File: config.mk
export PLATFORM = sky130hd
export DESIGN_NAME = glyph_column_bitmap_expander
export DESIGN_NICKNAME = d
export VERILOG_FILES = /design/src/hw/rtl/gcbe_pkg.sv /design/src/hw/rtl/gcbe_cfg.sv /design/src/hw/rtl/gcbe_expand.sv /design/src/hw/rtl/gcbe_out_reg.sv /design/src/hw/rtl/glyph_column_bitmap_expander.sv
export VERILOG_INCLUDE_DIRS = /design/src /design/src/hw/rtl
export SDC_FILE = /design/constraint.sdc
export NUM_CORES = 1
export LEC_CHECK = 0
export ABC_AREA = 1
export CAP_MARGIN = 25
export CORE_MARGIN = 1.5
export CORE_UTILIZATION = 45
export DETAILED_ROUTE_END_ITERATION = 10
export DONT_BUFFER_PORTS = 1
export PLACE_DENSITY = 0.63
export SLEW_MARGIN = 20
export SYNTH_ARGS = -nofsm -noshare
export SYNTH_HDL_FRONTEND = slang
export SYNTH_SLANG_ARGS = --single-unit
File: constraint.sdc
create_clock -name aclk -period 5.55 [get_ports aclk]
set_input_delay 0.555 -clock aclk [delete_from_list [all_inputs] [get_ports aclk]]
set_output_delay 0.555 -clock aclk [all_outputs]
set_load 0.02 [all_outputs]
File: src/hw/rtl/glyph_column_bitmap_expander_assert.svh
// Assertion macros used by the glyph column bitmap expander datapath module.
`ifndef GLYPH_COLUMN_BITMAP_EXPANDER_ASSERT_SVH
`define GLYPH_COLUMN_BITMAP_EXPANDER_ASSERT_SVH

// Same-cycle implication, checked on the rising clock edge outside reset.
`define GCBE_ASSERT_NOW(label, clk, rstn, ante, cons) \
    label: assert property (@(posedge clk) disable iff (!(rstn)) (ante) |-> (cons)) \
        else $error("glyph expander check failed");

// Next-cycle implication, checked on the rising clock edge outside reset.
`define GCBE_ASSERT_NEXT(label, clk, rstn, ante, cons) \
    label: assert property (@(posedge clk) disable iff (!(rstn)) (ante) |=> (cons)) \
        else $error("glyph expander check failed");

`endif

File: src/hw/rtl/gcbe_pkg.sv
// Shared types and constants of the glyph column bitmap expander.
`default_nettype none
package gcbe_pkg;

    localparam int MAX_GLYPH_HEIGHT = 64;
    // The six-bit row counter can count through 64 rows per column at most.
    localparam int ROW_COUNT_CAP = 64;

    localparam logic [7:0] TOP_BIT = 8'h80;
    localparam logic [2:0] BIT_LAST = 3'd7;

    // Register indexes of the configuration port.
    localparam logic [7:0] REG_GLYPH_HEIGHT = 8'd0;
    localparam logic [7:0] REG_TRANSPARENT  = 8'd1;
    localparam logic [7:0] REG_FORE_COLOR   = 8'd2;
    localparam logic [7:0] REG_BACK_COLOR   = 8'd3;

    localparam logic [6:0]  HEIGHT_RESET = 7'd16;
    localparam logic [15:0] FORE_RESET   = 16'h0000;
    localparam logic [15:0] BACK_RESET   = 16'hFFFF;

    typedef struct packed {
        logic [6:0]  height;      // already clamped to 1..row cap
        logic        transparent;
        logic [15:0] fore_color;
        logic [15:0] bg_color;
    } cfg_t;

    typedef struct packed {
        logic [15:0] pixel_x;
        logic [15:0] pixel_y;
        logic [15:0] pixel_color;
        logic        write_enable;
        logic        last_of_byte;
    } pixel_t;

endpackage
`default_nettype wire

File: src/hw/rtl/gcbe_cfg.sv
// Configuration registers of the glyph column bitmap expander.
`default_nettype none
module gcbe_cfg #(
    parameter int MAX_GLYPH_HEIGHT = gcbe_pkg::MAX_GLYPH_HEIGHT
) (
    input  wire logic               aclk,
    input  wire logic               aresetn,
    input  wire logic               cfg_valid,
    output logic                    cfg_ready,
    input  wire logic [7:0]         cfg_index,
    input  wire logic [15:0]        cfg_data,
    output gcbe_pkg::cfg_t          cfg
);

    localparam int ROW_CAP_INT = (MAX_GLYPH_HEIGHT < gcbe_pkg::ROW_COUNT_CAP) ?
                                 MAX_GLYPH_HEIGHT : gcbe_pkg::ROW_COUNT_CAP;
    localparam logic [6:0] ROW_CAP = 7'(ROW_CAP_INT);

    gcbe_pkg::cfg_t cfg_reg;
    gcbe_pkg::cfg_t cfg_next;
    logic [6:0]     height_in;

    assign cfg_ready = 1'b1;
    assign cfg       = cfg_reg;

    always_comb begin
        height_in = cfg_data[6:0];
        if (height_in == 7'd0) begin
            height_in = 7'd1;
        end else if (height_in > ROW_CAP) begin
            height_in = ROW_CAP;
        end
        cfg_next = cfg_reg;
        if (cfg_valid) begin
            unique case (cfg_index)
                gcbe_pkg::REG_GLYPH_HEIGHT: cfg_next.height      = height_in;
                gcbe_pkg::REG_TRANSPARENT:  cfg_next.transparent = cfg_data[0];
                gcbe_pkg::REG_FORE_COLOR:   cfg_next.fore_color  = cfg_data;
                gcbe_pkg::REG_BACK_COLOR:   cfg_next.bg_color    = cfg_data;
                default: ;
            endcase
        end
    end

    always_ff @(posedge aclk) begin
        if (!aresetn) begin
            cfg_reg.height      <= gcbe_pkg::HEIGHT_RESET;
            cfg_reg.transparent <= 1'b0;
            cfg_reg.fore_color  <= gcbe_pkg::FORE_RESET;
            cfg_reg.bg_color    <= gcbe_pkg::BACK_RESET;
        end else begin
            cfg_reg <= cfg_next;
        end
    end

endmodule
`default_nettype wire

File: src/hw/rtl/gcbe_expand.sv
// Byte holding register, glyph position state and per-pixel logic.
`default_nettype none
`include "glyph_column_bitmap_expander_assert.svh"
module gcbe_expand (
    input  wire logic               aclk,
    input  wire logic               aresetn,
    input  wire gcbe_pkg::cfg_t     cfg,
    input  wire logic               s_valid,
    output logic                    s_ready,
    input  wire logic [7:0]         s_glyph_byte,
    input  wire logic               s_new_glyph,
    input  wire logic [15:0]        s_origin_x,
    input  wire logic [15:0]        s_origin_y,
    input  wire logic               out_free,
    output logic                    pix_valid,
    output gcbe_pkg::pixel_t        pix
);

    logic        busy_reg,    busy_next;
    logic [7:0]  bits_reg,    bits_next;
    logic [2:0]  bit_idx_reg, bit_idx_next;
    logic [15:0] column_reg,  column_next;
    logic [15:0] top_row_reg, top_row_next;
    logic [5:0]  row_reg,     row_next;

    logic       step;
    logic       load;
    logic       bit_set;
    logic       col_end;
    logic       last;
    logic       we;
    logic [6:0] row_inc;

    always_comb begin
        step    = busy_reg && out_free;
        bit_set = (bits_reg & gcbe_pkg::TOP_BIT) != 8'd0;
        row_inc = {1'b0, row_reg} + 7'd1;
        col_end = row_inc >= cfg.height;
        last    = col_end || (bit_idx_reg == gcbe_pkg::BIT_LAST);
        we      = bit_set || !cfg.transparent;
        s_ready = !busy_reg || (step && last);
        load    = s_valid && s_ready;

        pix.pixel_x      = column_reg;
        pix.pixel_y      = top_row_reg + {10'd0, row_reg};
        pix.pixel_color  = we ? (bit_set ? cfg.fore_color : cfg.bg_color) : 16'd0;
        pix.write_enable = we;
        pix.last_of_byte = last;
        pix_valid        = step;

        busy_next    = busy_reg;
        bits_next    = bits_reg;
        bit_idx_next = bit_idx_reg;
        column_next  = column_reg;
        top_row_next = top_row_reg;
        row_next     = row_reg;

        // The pixel of the byte in hand is taken first; a byte loaded in the
        // same cycle then applies its origin on top of the updated state.
        if (step) begin
            bits_next    = {bits_reg[6:0], 1'b0};
            bit_idx_next = bit_idx_reg + 3'd1;
            if (col_end) begin
                row_next    = 6'd0;
                column_next = column_reg + 16'd1;
            end else begin
                row_next = row_inc[5:0];
            end
            if (last) begin
                busy_next = 1'b0;
            end
        end
        if (load) begin
            busy_next    = 1'b1;
            bits_next    = s_glyph_byte;
            bit_idx_next = 3'd0;
            if (s_new_glyph) begin
                column_next  = s_origin_x;
                top_row_next = s_origin_y;
                row_next     = 6'd0;
            end
        end
    end

    always_ff @(posedge aclk) begin
        bits_reg <= bits_next;
        if (!aresetn) begin
            busy_reg    <= 1'b0;
            bit_idx_reg <= 3'd0;
            column_reg  <= 16'd0;
            top_row_reg <= 16'd0;
            row_reg     <= 6'd0;
        end else begin
            busy_reg    <= busy_next;
            bit_idx_reg <= bit_idx_next;
            column_reg  <= column_next;
            top_row_reg <= top_row_next;
            row_reg     <= row_next;
        end
    end

    `GCBE_ASSERT_NEXT(a_byte_done, aclk, aresetn, step && last && !load, !busy_reg)
    `GCBE_ASSERT_NEXT(a_load_starts, aclk, aresetn, load, busy_reg && bit_idx_reg == 3'd0)
    `GCBE_ASSERT_NEXT(a_col_end_row, aclk, aresetn, step && col_end, row_reg == 6'd0)
    `GCBE_ASSERT_NOW(a_no_accept_busy, aclk, aresetn, busy_reg && !out_free, !s_ready)

endmodule
`default_nettype wire

File: src/hw/rtl/gcbe_out_reg.sv
// Result register that holds one pixel beat until the consumer takes it.
`default_nettype none
module gcbe_out_reg (
    input  wire logic               aclk,
    input  wire logic               aresetn,
    input  wire logic               pix_valid,
    input  wire gcbe_pkg::pixel_t   pix,
    output logic                    out_free,
    output logic                    m_valid,
    input  wire logic               m_ready,
    output gcbe_pkg::pixel_t        m_pix
);

    logic             valid_reg, valid_next;
    gcbe_pkg::pixel_t pix_reg,   pix_next;

    always_comb begin
        out_free   = !valid_reg || m_ready;
        valid_next = valid_reg;
        pix_next   = pix_reg;
        if (out_free) begin
            valid_next = pix_valid;
            if (pix_valid) begin
                pix_next = pix;
            end
        end
    end

    always_ff @(posedge aclk) begin
        pix_reg <= pix_next;
        if (!aresetn) begin
            valid_reg <= 1'b0;
        end else begin
            valid_reg <= valid_next;
        end
    end

    assign m_valid = valid_reg;
    assign m_pix   = pix_reg;

endmodule
`default_nettype wire

File: src/hw/rtl/glyph_column_bitmap_expander.sv
// Top level of the glyph column bitmap expander.
`default_nettype none
// The block turns column-major glyph bitmap bytes into pixel write beats,
// one beat per bit, most significant bit first. A byte flagged with
// s_new_glyph first loads the glyph origin and restarts the row counter;
// otherwise the byte continues where the previous one stopped. When the row
// counter reaches the configured glyph height the column advances, the
// counter returns to zero and the remaining bits of that byte are dropped,
// so a byte yields between one and eight beats, and m_last_of_byte marks
// the final one. Rate: the single result register moves one pixel per
// cycle while the output side keeps taking beats; the next byte is
// accepted in the same cycle its predecessor issues its last beat, so
// bytes follow each other back to back while the output side keeps
// taking beats. Configuration goes through the cfg_ port,
// index 0 glyph height (0 acts as 1, values above the smaller of
// MAX_GLYPH_HEIGHT and 64 act as that limit, 64 by default),
// 1 transparent mode, 2 foreground color, 3 background color; other indexes
// are ignored. Write configuration only while no byte is in flight. In
// transparent mode clear bits still produce a beat, with m_write_enable low
// and a zero color. Coordinates wrap modulo 65536.
module glyph_column_bitmap_expander #(
    parameter int MAX_GLYPH_HEIGHT = gcbe_pkg::MAX_GLYPH_HEIGHT
) (
    input  wire logic        aclk,
    input  wire logic        aresetn,
    input  wire logic        cfg_valid,
    output logic             cfg_ready,
    input  wire logic [7:0]  cfg_index,
    input  wire logic [15:0] cfg_data,
    input  wire logic        s_valid,
    output logic             s_ready,
    input  wire logic [7:0]  s_glyph_byte,
    input  wire logic        s_new_glyph,
    input  wire logic [15:0] s_origin_x,
    input  wire logic [15:0] s_origin_y,
    output logic             m_valid,
    input  wire logic        m_ready,
    output logic [15:0]      m_pixel_x,
    output logic [15:0]      m_pixel_y,
    output logic [15:0]      m_pixel_color,
    output logic             m_write_enable,
    output logic             m_last_of_byte
);

    gcbe_pkg::cfg_t   cfg;
    gcbe_pkg::pixel_t pix;
    gcbe_pkg::pixel_t m_pix;
    logic             pix_valid;
    logic             out_free;

    // Configuration registers; the height is stored already clamped.
    gcbe_cfg #(
        .MAX_GLYPH_HEIGHT (MAX_GLYPH_HEIGHT)
    ) u_cfg (
        .aclk      (aclk),
        .aresetn   (aresetn),
        .cfg_valid (cfg_valid),
        .cfg_ready (cfg_ready),
        .cfg_index (cfg_index),
        .cfg_data  (cfg_data),
        .cfg       (cfg)
    );

    // Holds the byte being expanded and the glyph position, and forms one
    // pixel per cycle whenever the result register can take it.
    gcbe_expand u_expand (
        .aclk         (aclk),
        .aresetn      (aresetn),
        .cfg          (cfg),
        .s_valid      (s_valid),
        .s_ready      (s_ready),
        .s_glyph_byte (s_glyph_byte),
        .s_new_glyph  (s_new_glyph),
        .s_origin_x   (s_origin_x),
        .s_origin_y   (s_origin_y),
        .out_free     (out_free),
        .pix_valid    (pix_valid),
        .pix          (pix)
    );

    // Result register facing the consumer.
    gcbe_out_reg u_out_reg (
        .aclk      (aclk),
        .aresetn   (aresetn),
        .pix_valid (pix_valid),
        .pix       (pix),
        .out_free  (out_free),
        .m_valid   (m_valid),
        .m_ready   (m_ready),
        .m_pix     (m_pix)
    );

    assign m_pixel_x      = m_pix.pixel_x;
    assign m_pixel_y      = m_pix.pixel_y;
    assign m_pixel_color  = m_pix.pixel_color;
    assign m_write_enable = m_pix.write_enable;
    assign m_last_of_byte = m_pix.last_of_byte;

endmodule
`default_nettype wire

# [Word level (Yosys, flattened, before mapping)]
# Cells that the tools add are included.
# W data, S select, Z words.
[word_totals] reg_bits=141 in_bits=70 output_inout_bits=53 elab_cells=65
[op_classes] n_addsub=4 order_cmp=2 eq_ne=4 mux=16 bitwise_logic=1 n_reduce_logical=22
[ops] op="$mux W16" n=5
[ops] op="$mux W6" n=4
[ops] op="$add A16 B1 Y16 const B" n=1
[ops] op="$add A16 B6 Y16" n=1
[ops] op="$eq A8 B2 Y1 const B" n=2
[ops] op="$mux W8" n=2
[ops] op="$mux W7" n=2
[ops] op="$reduce_and A2 Y1" n=7
[ops] op="$eq A8 B1 Y1 const B" n=1
[ops] op="$logic_not A8 Y1" n=1
[ops] op="$add A6 B1 Y7 const B" n=1
[ops] op="$ge A7 B7 Y1" n=1
[ops] op="$gt A7 B7 Y1 const B" n=1
[ops] op="$logic_not A7 Y1" n=1
[ops] op="$logic_or A1 B1 Y1" n=4
[ops] op="$reduce_bool A2 Y1" n=2
[ops] op="$add A3 B1 Y3 const B" n=1
[ops] op="$eq A3 B3 Y1 const B" n=1
[ops] op="$logic_and A1 B1 Y1" n=3
[ops] op="$logic_not A1 Y1" n=3
[ops] op="$mux W1" n=3
[ops] op="$reduce_or A2 Y1" n=1
[ops] op="$not A1 Y1" n=1

# [Depth between registers and ports, before layout]
[depth] word_depth=8 mapped_depth=17 depth_no_buf=16

# [By module]
# From an unflattened synthesis, not the netlist that was laid out.
[hier_totals] hier_cells=825 area_unflattened_um2=6764.0
[by_module_without_submodules] module="gcbe_expand" instances=1 cells_each=554 area_per_inst_um2=3589.7 seq_area_each_um2=1081.0
[by_module_without_submodules] module="gcbe_cfg" instances=1 cells_each=214 area_per_inst_um2=1621.6 seq_area_each_um2=800.8
[by_module_without_submodules] module="gcbe_out_reg" instances=1 cells_each=57 area_per_inst_um2=1552.7 seq_area_each_um2=1521.5

# [Worst setup path before layout]
# Ideal clock, no wire load.
[synth_timing] path_type="input to register" start="input m_ready" end="register u_expand.column_reg[6]" setup_ns=0.064 arrival_ns=2.863 required_time_ns=5.486 path_slack_ns=2.623 path_stages=9 path_buffers=1 cell_sequence="inv_1 -> nand2_1 -> nand2_2 -> inv_2 -> clkbuf_1 -> a21oi_1 -> nand2_1 -> inv_1 -> nor2_1"
[synth_between] elab_chain_cells=6 word_cells_on_any_way=8 classes_between="mux: 3; reduce/logical: 5"
[synth_rtl] item="start, declared" line_no="glyph_column_bitmap_expander.sv:37" source="input wire logic m_ready,"
[synth_rtl] item="$logic_or A1 B1 Y1 (*)" line_no="gcbe_out_reg.sv:18" source="out_free = !valid_reg || m_ready;"
[synth_rtl] item="$logic_and A1 B1 Y1 (*)" line_no="gcbe_expand.sv:35" source="step = busy_reg && out_free;"
[synth_rtl] item="named net pix_valid" line_no="glyph_column_bitmap_expander.sv:48" source="logic pix_valid;"
[synth_rtl] item="$logic_and A1 B1 Y1" line_no="gcbe_expand.sv:41" source="s_ready = !busy_reg || (step && last);"
[synth_rtl] item="$logic_or A1 B1 Y1" line_no="gcbe_expand.sv:41"
[synth_rtl] item="$logic_and A1 B1 Y1" line_no="gcbe_expand.sv:42" source="load = s_valid && s_ready;"
[synth_rtl] item="$mux W16 (*)" line_no="gcbe_expand.sv:73" source="if (load) begin"
[synth_rtl] item="end signal, assigned" line_no="gcbe_expand.sv:96" source="column_reg <= column_next;"
[synth_rtl] item="end, declared" line_no="gcbe_expand.sv:22" source="logic [15:0] column_reg, column_next;"
# Mark *: on every way through the listed nets, which the timed path passes. The rest lies on a longest branch.
# A chain may end at the register's enable or synchronous reset.

==> impl_metrics.tcl <==
set metrics [dict create \
    drive_above_1_share_pct 6.12 \
    utilization_pct 51.1 \
    synthTopCellsByArea "edfxtp_1 (26%), dfxtp_1 (25%), nand2_1 (14%)" \
    max-slew-margin-rel_pct 46.1 \
    arrival_ns 3.53 \
    root_buffer "clkbuf_16" \
    viasPerCell 4.96 \
    whs_ns 0.247 \
    path_clk_slew_ns 0.06 \
    p_leak_uw 0.00326 \
    route.vias.total 5053 \
    max_stage_delay_ns 0.46 \
    grt_max_degree 68 \
    finClkSkew_ns 0.00798 \
    post_cts_buffers 0 \
    synthFlopType "dfxtp_1" \
    grt.overflow.total 0 \
    seq_area_frac_synth_pct 51.5 \
    gp_congestion 0.816 \
    power_density_nw_per_um2 357 \
    totalWireLength_um 14300 \
    cts_sinks 141 \
    ir_drop_uv 186 \
    synth_top_area_cell "edfxtp_1" \
    clock.fmax_mhz 316 \
    busiest_layer "met2" \
    drc_errors 0 \
    grt.total_usage_pct 19.9 \
    ys_warn_count 0 \
    critPathTopFamily "simple AND/OR/NAND/NOR gates" \
    numCtsBuffers 17 \
    seq_area_um2 3400 \
    tightest_slew_ns 0.809 \
    rsz0062_at_grt "false" \
    grt_pass1_vias 4771 \
    avgSynthCellArea_um2 7.98 \
    cts_buffer_depth 2 \
    yosysUniqueCellTypes 38 \
    antenna_found_initial 0 \
    fillers 1399 \
    antennaDiodeCount 0 \
    drt_pre_antenna_iters 4 \
    cts_hold_buf 0 \
    netlist_area_um2 6610 \
    yosysTopAreaCellShare_pct 26.4 \
    areaGrowthSynthToFinish_pct 11.4 \
    setup-tns-final_ns 0 \
    largest_reg_flops 50 \
    grtUsageMet2_pct 30.4 \
    grtUsageMet1_pct 26.5 \
    ios 123 \
    dp_hpwl_um 9530 \
    drt_iter0_drc 362 \
    fp.dieArea_um2 15400 \
    critPathBufInv 4 \
    startpoint_type "register" \
    fin_crit_sh_pct 56.9 \
    synth-edff-count 58 \
    synthCells 828 \
    layoutNonFillerInstCount 1018 \
    numPortBuffers 0 \
    async_flop_share_pct 0 \
    cp.required_ns 5.92 \
    multiInputGateArea_um2 2740 \
    hold_viol_final 0 \
    crit_type "register to register" \
    syn_nets 916 \
    cp_max_fo 47 \
    cts_tree "done" \
    report.final.slew_viol_count 0 \
    grt_pass1_wl_um 23600 \
    finalSetupViolCount 0 \
    fin_ws_ns 2.39 \
    wl_per_cell_um 14.1 \
    core_area_um2 14400 \
    critPathSlowestCell "buf_4" \
    synth_seq_cells 141 \
    floorplan.rows 44 \
    place_inst 986 \
    maxCapViolCount 0 \
    cts_resized 0 \
    fin_crit_ns 3.16 \
    fin_nets 909 \
    pre_cts_slack_ns 2.39 \
    cts_max_level 4 \
    dieWidth_um 124 \
    initial_utilization_pct 45.8 \
    cp-end-kind "register" \
    hold_path_class "input pin to register" \
    ant_nets 0 \
    clk_latency_ns 0.42 \
    status "complete, no violations" \
    grt_util_met3_pct 6.41 \
    path_cells "nand3_1, nand3b_1, xor2_1, inv_1, ha_1, nand2_2, inv_1, a21oi_4, nand3_2, nand2_2, nand2_4, nand3_2, buf_4, nand2_2, nand2_1, nand2_1, inv_1" \
    die_h_um 124 \
]
[worst paths after layout]
path	start	endpoint	slack, ns	depth (start not counted)
worst max-delay path	u_expand.row_reg[0]$_SDFF_PN0_	u_expand.column_reg[14]$_SDFF_PN0_	2.39	17
worst min-delay path	aresetn	u_cfg.cfg[9]$_SDFFE_PN1P_	0.25	1
worst max register to register	u_expand.row_reg[0]$_SDFF_PN0_	u_expand.column_reg[14]$_SDFF_PN0_	2.39	17
worst min register to register	u_cfg.cfg[10]$_SDFFE_PN1P_	u_cfg.cfg[10]$_SDFFE_PN1P_	0.46	2
[metal layers]
| layer | up-vias | routed length, µm | part of all wire, % |
|---|---|---|---|
| met3 | 19 | 950 | 6.6 |
| met1 | 2244 | 6680 | 47 |
| met2 | 128 | 6530 | 46 |
| met5 | - | 0 | 0 |
| met4 | 0 | 187 | 1.3 |
| li1 | 2662 | - | - |
[stage by stage]
| step | power, µW | cell area, µm² |
|---|---|---|
| after floorplan | 1360 | 6610 |
| after global placement | 1390 | 6710 |
| after detailed placement | 1390 | 6710 |
| after CTS | 2660 | 7360 |
| after global routing | 2730 | 7360 |
| final | 2630 | 7360 |
[cells in the final DEF, fill, tap and decap left out, types with 2 or more instances in the layout]
cell / instances
nand3_1: 52
edfxtp_1: 58
inv_1: 79
inv_2: 2
bufinv_16: 6
clkinv_2: 3
buf_4: 3
nand2_2: 8
xor2_1: 14
o211ai_1: 6
nand3_2: 2
a21oi_1: 42
clkbuf_16: 17
nor2_1: 116
nor2_2: 2
o21bai_1: 7
dfxtp_1: 83
clkinv_1: 4
nor3_1: 3
nand4_1: 16
a22oi_1: 3
o21ai_0: 23
nand2_1: 250
ha_1: 17
[final cells by class]
type | instances | area share, %
multi-input cells | 575 | 37.3
repair buffers | 4 | 0.374
inverters | 82 | 4.18
clock buffers | 18 | 5.83
well taps | 184 | 3.13
flip-flops and latches | 141 | 46.2
clock inverters | 14 | 3.02
[power by group]
part           switching, µW  internal (µW)  leakage, µW
combinational           97.2           49.0      0.00171
clock                    427            835     0.000316
sequential              72.9           1150      0.00124
[cells in the mapped netlist (3+ instances only)]
master,n
buf_6,4
a21oi_1,42
nand3_1,52
inv_1,79
o21ai_0,23
buf_2,6
o21bai_1,7
nor3_1,3
a22oi_1,3
nand2_1,250
nand4_1,16
ha_1,17
nor2_1,116
dfxtp_1,83
nand2_2,8
o211ai_1,6
edfxtp_1,58
xor2_1,14
clkbuf_1,19
[logic make-up after synthesis]
family / count (synthesis) / share of synthesized area, %
simple gates: 455 / 28.5
compound gates: 86 / 7.46
other cells: 1 / 0.0567
flops: 141 / 51.5
fa+ha+maj: 18 / 3.52
xor+xnor: 15 / 1.99
buf+inv: 112 / 6.99
No activity file was read; power rests on OpenSTA's default activity.
